File: src/shift_insert_array_store_assert.svh
// Assertion macros for the shift insert array store.
// Needs nothing else; files that assert take it by include.
`ifndef SHIFT_INSERT_ARRAY_STORE_ASSERT_SVH
`define SHIFT_INSERT_ARRAY_STORE_ASSERT_SVH
`ifndef SYNTH
// Same-cycle implication.
`define SIAS_ASSERT_IMP(lbl, clk, rst, ante, cons) \
  lbl: assert property (@(posedge clk) disable iff (rst) (ante) |-> (cons)) \
    else $error("assertion failed");
// Next-cycle implication.
`define SIAS_ASSERT_NXT(lbl, clk, rst, ante, cons) \
  lbl: assert property (@(posedge clk) disable iff (rst) (ante) |=> (cons)) \
    else $error("assertion failed");
`else
`define SIAS_ASSERT_IMP(lbl, clk, rst, ante, cons)
`define SIAS_ASSERT_NXT(lbl, clk, rst, ante, cons)
`endif
`endif

File: src/sias_pkg.sv
// Shared types of the shift insert array store: operation and status codes,
// and the enable group of the element memory port. No dependencies.
`default_nettype none
package sias_pkg;

  typedef enum logic [2:0] {
    OP_APPEND = 3'd0,
    OP_REMOVE = 3'd1,
    OP_INSERT = 3'd2,
    OP_ERASE  = 3'd3,
    OP_READ   = 3'd4,
    OP_WRITE  = 3'd5,
    OP_CLEAR  = 3'd6
  } op_t;

  typedef enum logic [1:0] {
    ST_OK    = 2'd0,
    ST_RANGE = 2'd1,
    ST_FULL  = 2'd2
  } status_t;

  typedef struct packed {
    logic wr_en;
    logic rd_en;
  } mem_ctl_t;

endpackage
`default_nettype wire

File: src/sias_ctrl.sv
// Sequencer of the shift insert array store: decodes items, walks the
// shift loop over the element memory and holds the result register.
// Depends on sias_pkg and shift_insert_array_store_assert.svh.
`default_nettype none
`include "shift_insert_array_store_assert.svh"
module sias_ctrl
  import sias_pkg::*;
#(
  parameter int CAPACITY = 256,
  localparam int AW = (CAPACITY > 1) ? $clog2(CAPACITY) : 1
) (
  input  wire logic               clk,
  input  wire logic               rst,
  input  wire logic               in_valid,
  output logic                    in_ready,
  input  wire logic [2:0]         op,
  input  wire logic [8:0]         position,
  input  wire logic signed [31:0] value,
  output logic                    out_valid,
  input  wire logic               out_ready,
  output logic signed [31:0]      read_value,
  output logic [8:0]              count,
  output logic                    is_empty,
  output logic [1:0]              status,
  output mem_ctl_t                mem_ctl,
  output logic [AW-1:0]           wr_addr,
  output logic signed [31:0]      wr_data,
  output logic [AW-1:0]           rd_addr,
  input  wire logic signed [31:0] rd_data
);

  localparam int CW = $clog2(CAPACITY + 1);
  localparam int XW = ((CW > 9) ? CW : 9) + 1;

  typedef enum logic [5:0] {
    S_IDLE  = 6'b000001,
    S_SHIFT = 6'b000010,
    S_DRAIN = 6'b000100,
    S_TAIL  = 6'b001000,
    S_READ  = 6'b010000,
    S_DONE  = 6'b100000
  } state_t;

  state_t             state, state_next;
  logic [CW-1:0]      cnt, cnt_next;
  status_t            stat_next, res_status;
  logic signed [31:0] res_value;
  logic [AW-1:0]      rd_ptr, rd_ptr_next, end_ptr, end_ptr_next;
  logic               ins, ins_next;
  logic               pend_valid;
  logic [AW-1:0]      pend_addr;
  logic [AW-1:0]      pos_q;
  logic signed [31:0] val_q;
  logic [XW-1:0]      pos_x, cnt_x;
  logic               full, pos_lt, pos_le, more_after, out_free;

  assign pos_x      = XW'(position);
  assign cnt_x      = XW'(cnt);
  assign full       = (cnt == CW'(CAPACITY));
  assign pos_lt     = (pos_x < cnt_x);
  assign pos_le     = (pos_x <= cnt_x);
  assign more_after = ((pos_x + XW'(1)) < cnt_x);
  assign out_free   = !out_valid || out_ready;
  assign in_ready   = (state == S_IDLE);

  always_comb begin
    state_next   = S_DONE;
    cnt_next     = cnt;
    stat_next    = ST_OK;
    rd_ptr_next  = rd_ptr;
    end_ptr_next = end_ptr;
    ins_next     = ins;
    mem_ctl      = '0;
    wr_addr      = pend_addr;
    wr_data      = rd_data;
    rd_addr      = rd_ptr;
    unique case (state)
      S_IDLE: begin
        wr_data = value;
        if (in_valid) begin
          case (op)
            OP_APPEND: begin
              if (full) begin
                stat_next = ST_FULL;
              end else begin
                mem_ctl.wr_en = 1'b1;
                wr_addr       = AW'(cnt);
                cnt_next      = cnt + CW'(1);
              end
            end
            OP_REMOVE: begin
              if (cnt != '0) begin
                cnt_next = cnt - CW'(1);
              end
            end
            OP_INSERT: begin
              if (!pos_le) begin
                stat_next = ST_RANGE;
              end else if (full) begin
                stat_next = ST_FULL;
              end else begin
                cnt_next = cnt + CW'(1);
                if (pos_lt) begin
                  // open a hole: copy from the top down to position
                  state_next   = S_SHIFT;
                  rd_ptr_next  = AW'(cnt - CW'(1));
                  end_ptr_next = AW'(pos_x);
                  ins_next     = 1'b1;
                end else begin
                  mem_ctl.wr_en = 1'b1;
                  wr_addr       = AW'(pos_x);
                end
              end
            end
            OP_ERASE: begin
              if (!pos_lt) begin
                stat_next = ST_RANGE;
              end else begin
                cnt_next = cnt - CW'(1);
                if (more_after) begin
                  // close the gap: copy upward from position plus one
                  state_next   = S_SHIFT;
                  rd_ptr_next  = AW'(pos_x + XW'(1));
                  end_ptr_next = AW'(cnt - CW'(1));
                  ins_next     = 1'b0;
                end
              end
            end
            OP_READ: begin
              if (!pos_lt) begin
                stat_next = ST_RANGE;
              end else begin
                mem_ctl.rd_en = 1'b1;
                rd_addr       = AW'(pos_x);
                state_next    = S_READ;
              end
            end
            OP_WRITE: begin
              if (!pos_lt) begin
                stat_next = ST_RANGE;
              end else begin
                mem_ctl.wr_en = 1'b1;
                wr_addr       = AW'(pos_x);
              end
            end
            OP_CLEAR: cnt_next = '0;
            default: ;
          endcase
        end
      end
      S_SHIFT: begin
        mem_ctl.rd_en = 1'b1;
        mem_ctl.wr_en = pend_valid;
      end
      S_DRAIN: mem_ctl.wr_en = 1'b1;
      S_TAIL: begin
        mem_ctl.wr_en = 1'b1;
        wr_addr       = pos_q;
        wr_data       = val_q;
      end
      S_READ, S_DONE: ;
      default: ;
    endcase
  end

  always_ff @(posedge clk) begin
    if (rst) begin
      state      <= S_IDLE;
      cnt        <= '0;
      pend_valid <= 1'b0;
      out_valid  <= 1'b0;
    end else begin
      pend_valid <= (state == S_SHIFT);
      // raise on a new result, drop once the receiver takes it
      if (state == S_DONE && out_free) begin
        out_valid <= 1'b1;
      end else if (out_ready) begin
        out_valid <= 1'b0;
      end
      unique case (state)
        S_IDLE: begin
          if (in_valid) begin
            state      <= state_next;
            cnt        <= cnt_next;
            res_status <= stat_next;
            res_value  <= '0;
            rd_ptr     <= rd_ptr_next;
            end_ptr    <= end_ptr_next;
            ins        <= ins_next;
            pos_q      <= AW'(pos_x);
            val_q      <= value;
          end
        end
        S_SHIFT: begin
          pend_addr <= ins ? rd_ptr + AW'(1) : rd_ptr - AW'(1);
          if (rd_ptr == end_ptr) begin
            state <= S_DRAIN;
          end else begin
            rd_ptr <= ins ? rd_ptr - AW'(1) : rd_ptr + AW'(1);
          end
        end
        S_DRAIN: state <= ins ? S_TAIL : S_DONE;
        S_TAIL:  state <= S_DONE;
        S_READ: begin
          res_value <= rd_data;
          state     <= S_DONE;
        end
        S_DONE: begin
          if (out_free) begin
            read_value <= res_value;
            count      <= 9'(cnt);
            is_empty   <= (cnt == '0);
            status     <= res_status;
            state      <= S_IDLE;
          end
        end
        default: state <= S_IDLE;
      endcase
    end
  end

  `SIAS_ASSERT_IMP(a_no_rw_clash, clk, rst, mem_ctl.wr_en && mem_ctl.rd_en, wr_addr != rd_addr)
  `SIAS_ASSERT_NXT(a_shift_writes_back, clk, rst, state == S_SHIFT, mem_ctl.wr_en)
  `SIAS_ASSERT_IMP(a_cnt_bound, clk, rst, 1'b1, cnt <= CW'(CAPACITY))
  `SIAS_ASSERT_NXT(a_done_waits, clk, rst, state == S_DONE && out_valid && !out_ready, state == S_DONE)

endmodule
`default_nettype wire

File: config.mk
export PLATFORM = sky130hd
export DESIGN_NAME = sias_ctrl
export DESIGN_NICKNAME = d
export VERILOG_FILES = /design/src/sias_pkg.sv /design/src/sias_ctrl.sv
export VERILOG_INCLUDE_DIRS = /design/src /design/src/src
export SDC_FILE = /design/constraint.sdc
export NUM_CORES = 1
export LEC_CHECK = 0
export ABC_CLOCK_PERIOD_IN_PS = 7500
export BUFFER_PORTS_ARGS = -buffer_cell sky130_fd_sc_hd__buf_2
export CAP_MARGIN = 10
export CORE_AREA = 2 2 146 148
export DETAILED_ROUTE_END_ITERATION = 16
export DIE_AREA = 0 0 148 150
export GPL_TIMING_DRIVEN = 1
export PLACE_DENSITY = 0.68
export SLEW_MARGIN = 20
export SYNTH_ARGS = -nofsm -noshare
export SYNTH_HDL_FRONTEND = slang
export SYNTH_SLANG_ARGS = --single-unit
File: constraint.sdc
create_clock -name clk -period 7.5 [get_ports clk]
set_clock_uncertainty 0.1 [all_clocks]
set_input_delay 0.375 -clock clk [delete_from_list [all_inputs] [get_ports clk]]
set_output_delay 0.375 -clock clk [all_outputs]
set_load 0.01 [all_outputs]
==> impl_results.md <==
- Outcome: complete, no violations
- Commonest cells after routing, fill and taps aside: buf_2 (175), edfxtp_1 (143), nand2_1 (110), o21ai_0 (37), and2_1 (34)
- I/O Pins: 176
- Final std cells w/o fill: ~1200
- XOR/XNOR Fraction of Synth Area: 3.91%
- Number of global-route vias before repair: just under 6000
- Hpwl dp: 15700 um
- Worst setup endpoint: rd_ptr[0]$_DFFE_PP_
- Adder-cell share of the synthesized area: 3.57%
- Async S/R FF share, synth: 0%
- H-tree depth: 4
- Synth warnings: 0
- Most common cell after layout, fill and taps aside: buf_2
- Post-route ant nets: 0
- Placed cell count: 1136
- Layout overhead on the synthesized area: 21.8%
- Std-Cell Rows: 53
- Reg-to-reg startpoint: cnt[5]$_SDFFE_PP0P_
- RSZ-0062 raised after global routing: false
- Post-Syn Area: around 0.0081 sq mm
- DR vias: ~6200
- CP arrival: 3.94 ns
- CP Capture Type: flop
- Diode count: 0
- Power Density: 253 mW/mm^2
- Ratio of cells with drive above 1 in the final layout: 26.9%
- Post-cts sizing count: 0
- Slew headroom: between 40% and 50%
- Largest net degree at the start of global routing: 45
- Post-synthesis simple-gate area fraction: 16.5%
- Clk slew on worst S/H paths: around 0.070 ns
- Clk_lat worst skew: 0.42 ns
- Starting Density: 39.0%
- Combinational group share of total power: 19.3%
- Post-synth EDFFs: 143
- Peak VDD IR: 0.147 mV
- Critical Path Source Type: flop
- Initial DRC Count: 497
- Max frequency: about 0.25 GHz
- Setup tns final: 0 ns
- Die Y: 150 um
- Mux cell area share after synthesis: under 10%
- Worst EP required: roughly 7.5 ns
- Syn nets: slightly above 800
- Max Cap Violations: 0
- FF+latch count, synth: 160
- Final period util: 53.2%
- CP max FO: 9
- CTS Buf Count: 17
- Root buf cell: clkbuf_16
- R2R depth: 8
- Final weighted congestion in routability-driven placement: 0.901
- Initial DRT Pass Iterations: 5
- Worst r2r dst: rd_ptr[0]$_DFFE_PP_
- Register area share after synthesis: 57.4%
- Wire length per cell: approximately 18 um
- GR Util All Layers: 19.3%
- Setup crit start: cnt[5]$_SDFFE_PP0P_
- Hold Fails Final Rpt: 0
- Fin crit period: around 4.0 ns
- Hold-fix buffers, CTS: 0
- Sw Share: 28.6%
- Congestion Overflow GR: 0
- Synth cell types: 67
- Setup CP Type: reg2reg
- Largest buffer count on any clock path: 2
- Avg Inst Size Synth: approximately 11 sq um
- Die area: 0.0222 sq mm
- Drt via density: approximately 5.4
- Seq pwr share: 42.4%
- Post-route DRC violation count: 0
- Clock tree sinks: 160
- Core area: 0.0207 sq mm
- Nets: 983
- Psw: 0.000710 W
- Compound-cell area share of the yosys netlist: 13.4%
- Slew @ Worst Pin: approximately 0.84 ns
- Synth Instances: 722
- Int Pwr: 0.00177 W
- Die X: 148 um
- Initial antenna violation count: 1
- Port-buffer cells: 175
- Max-slew violation count: 0
- Filler cell count: 1943
- Largest family of logic cells by synthesized area: simple AND/OR/NAND/NOR gates
- Final wirelength: approximately 21000 um
- TritonCTS clock tree: done
- Global-route wire length before repair: between 30000 and 40000 um
- Clock Power Share: 38.3%
- Setup violations, final: 0
- Post-CTS setup buffer count: 0
- LEAKAGE: 3.84 nW
- Ys flop type: edfxtp_1
- Tightest Hold Check Type: in2reg
- R2r setup slk: between 3 and 4 ns
==> cell usage after synthesis, drive strengths merged (16+ instances only) <==
master / number / area share [%]
and2: 34 / 2.6
a22oi: 33 / 3.1
clkbuf: 34 / 1.6
a21oi: 28 / 1.8
nand2: 110 / 5.1
nand3: 16 / 0.99
edfxtp: 143 / 53
inv: 18 / 0.84
o21ai: 40 / 2.5
nor2: 35 / 1.7
xnor2: 23 / 2.5
dfxtp: 17 / 4.2
ha: 23 / 3.6
==> per-stage QoR <==
| stage | hold WS [ns] | setup slack [ns] | total power, W | utilization [%] | cell area, sq um |
|---|---|---|---|---|---|
| finish | 0.0437 | 3.51 | 0.00248 | 47.5 | 9830 |
| global placement | 0.300 | 3.26 | 0.00155 | 44.4 | 9190 |
| detailed placement | 0.305 | 3.13 | 0.00155 | 44.4 | 9190 |
| global route | 0.0275 | 3.13 | 0.00259 | 47.5 | 9830 |
| CTS | 0.0289 | 3.54 | 0.00250 | 47.5 | 9830 |
| floorplan | 0.300 | 2.84 | 0.00137 | - | 8070 |
==> routing by layer <==
layer / share of wire [%] / routed length [um] / track usage, %
met2: 47 / 10100 / 31.4
met3: 7.2 / 1550 / 3.63
met1: 43 / 9250 / 26.2
met5: 0.061 / 13 / 0
met4: 2.3 / 503 / 6.33
==> worst max-delay path, cell delays in order, from the launching register on <==
cell and delay [ns]:
dfxtp_1 0.51, inv_1 0.22, ha_1 0.36, a211oi_1 0.25, a31oi_1 0.12, a2111oi_0 0.68, o21ai_0 0.25, or3_1 0.43
a21oi_1 0.69
==> power groups by stage <==
stage	Clock [W]	Sequential [W]	Combinational (W)
finish	0.000952	0.00105	0.000479
CTS	0.000966	0.00105	0.000484
global route	0.00100	0.00106	0.000533
detailed placement	0	0.00107	0.000481
global placement	0	0.00107	0.000478
floorplan	0	0.00106	0.000304
==> sequential cells by signal, indices dropped and copies added (netlist names) <==
name        count
rd_ptr          8
ins             1
state           6
val_q          32
status          2
is_empty        1
pend_valid      1
res_status      2
read_value     32
count           9
out_valid       1
pend_addr       8
pos_q           8
end_ptr         8
res_value      32
cnt             9
==> worst min-delay path by stage <==
| stage | from | to | slack (ns) | cells after the start |
|---|---|---|---|---|
| global placement | res_value[4]$_SDFFCE_PN0P_ | read_value[4]$_DFFE_PP_ | 0.30 | 0 |
| global route | value[29] | val_q[29]$_DFFE_PP_ | 0.03 | 1 |
| detailed placement | res_value[4]$_SDFFCE_PN0P_ | read_value[4]$_DFFE_PP_ | 0.30 | 0 |
| finish | value[29] | val_q[29]$_DFFE_PP_ | 0.04 | 1 |
| floorplan | res_value[0]$_SDFFCE_PN0P_ | read_value[0]$_DFFE_PP_ | 0.30 | 0 |
| CTS | value[21] | val_q[21]$_DFFE_PP_ | 0.03 | 1 |
==> cell families after synthesis <==
family	after synthesis
compound gates	159
xor+xnor	36
fa+ha+maj	23
buf+inv	63
flops	160
mux	15
simple gates	266
==> final cells by class <==
class                   count  area, sq um  area share [%]
inverters                  18         67.6           0.687
well taps                 275          344            3.50
flip-flops and latches    160         4630            47.1
multi-input cells         499         3200            32.5
clock buffers              17          425            4.33
repair buffers            184          943            9.60
clock inverters            14          219            2.23
Note: power is estimated with default switching activity, not from simulation.
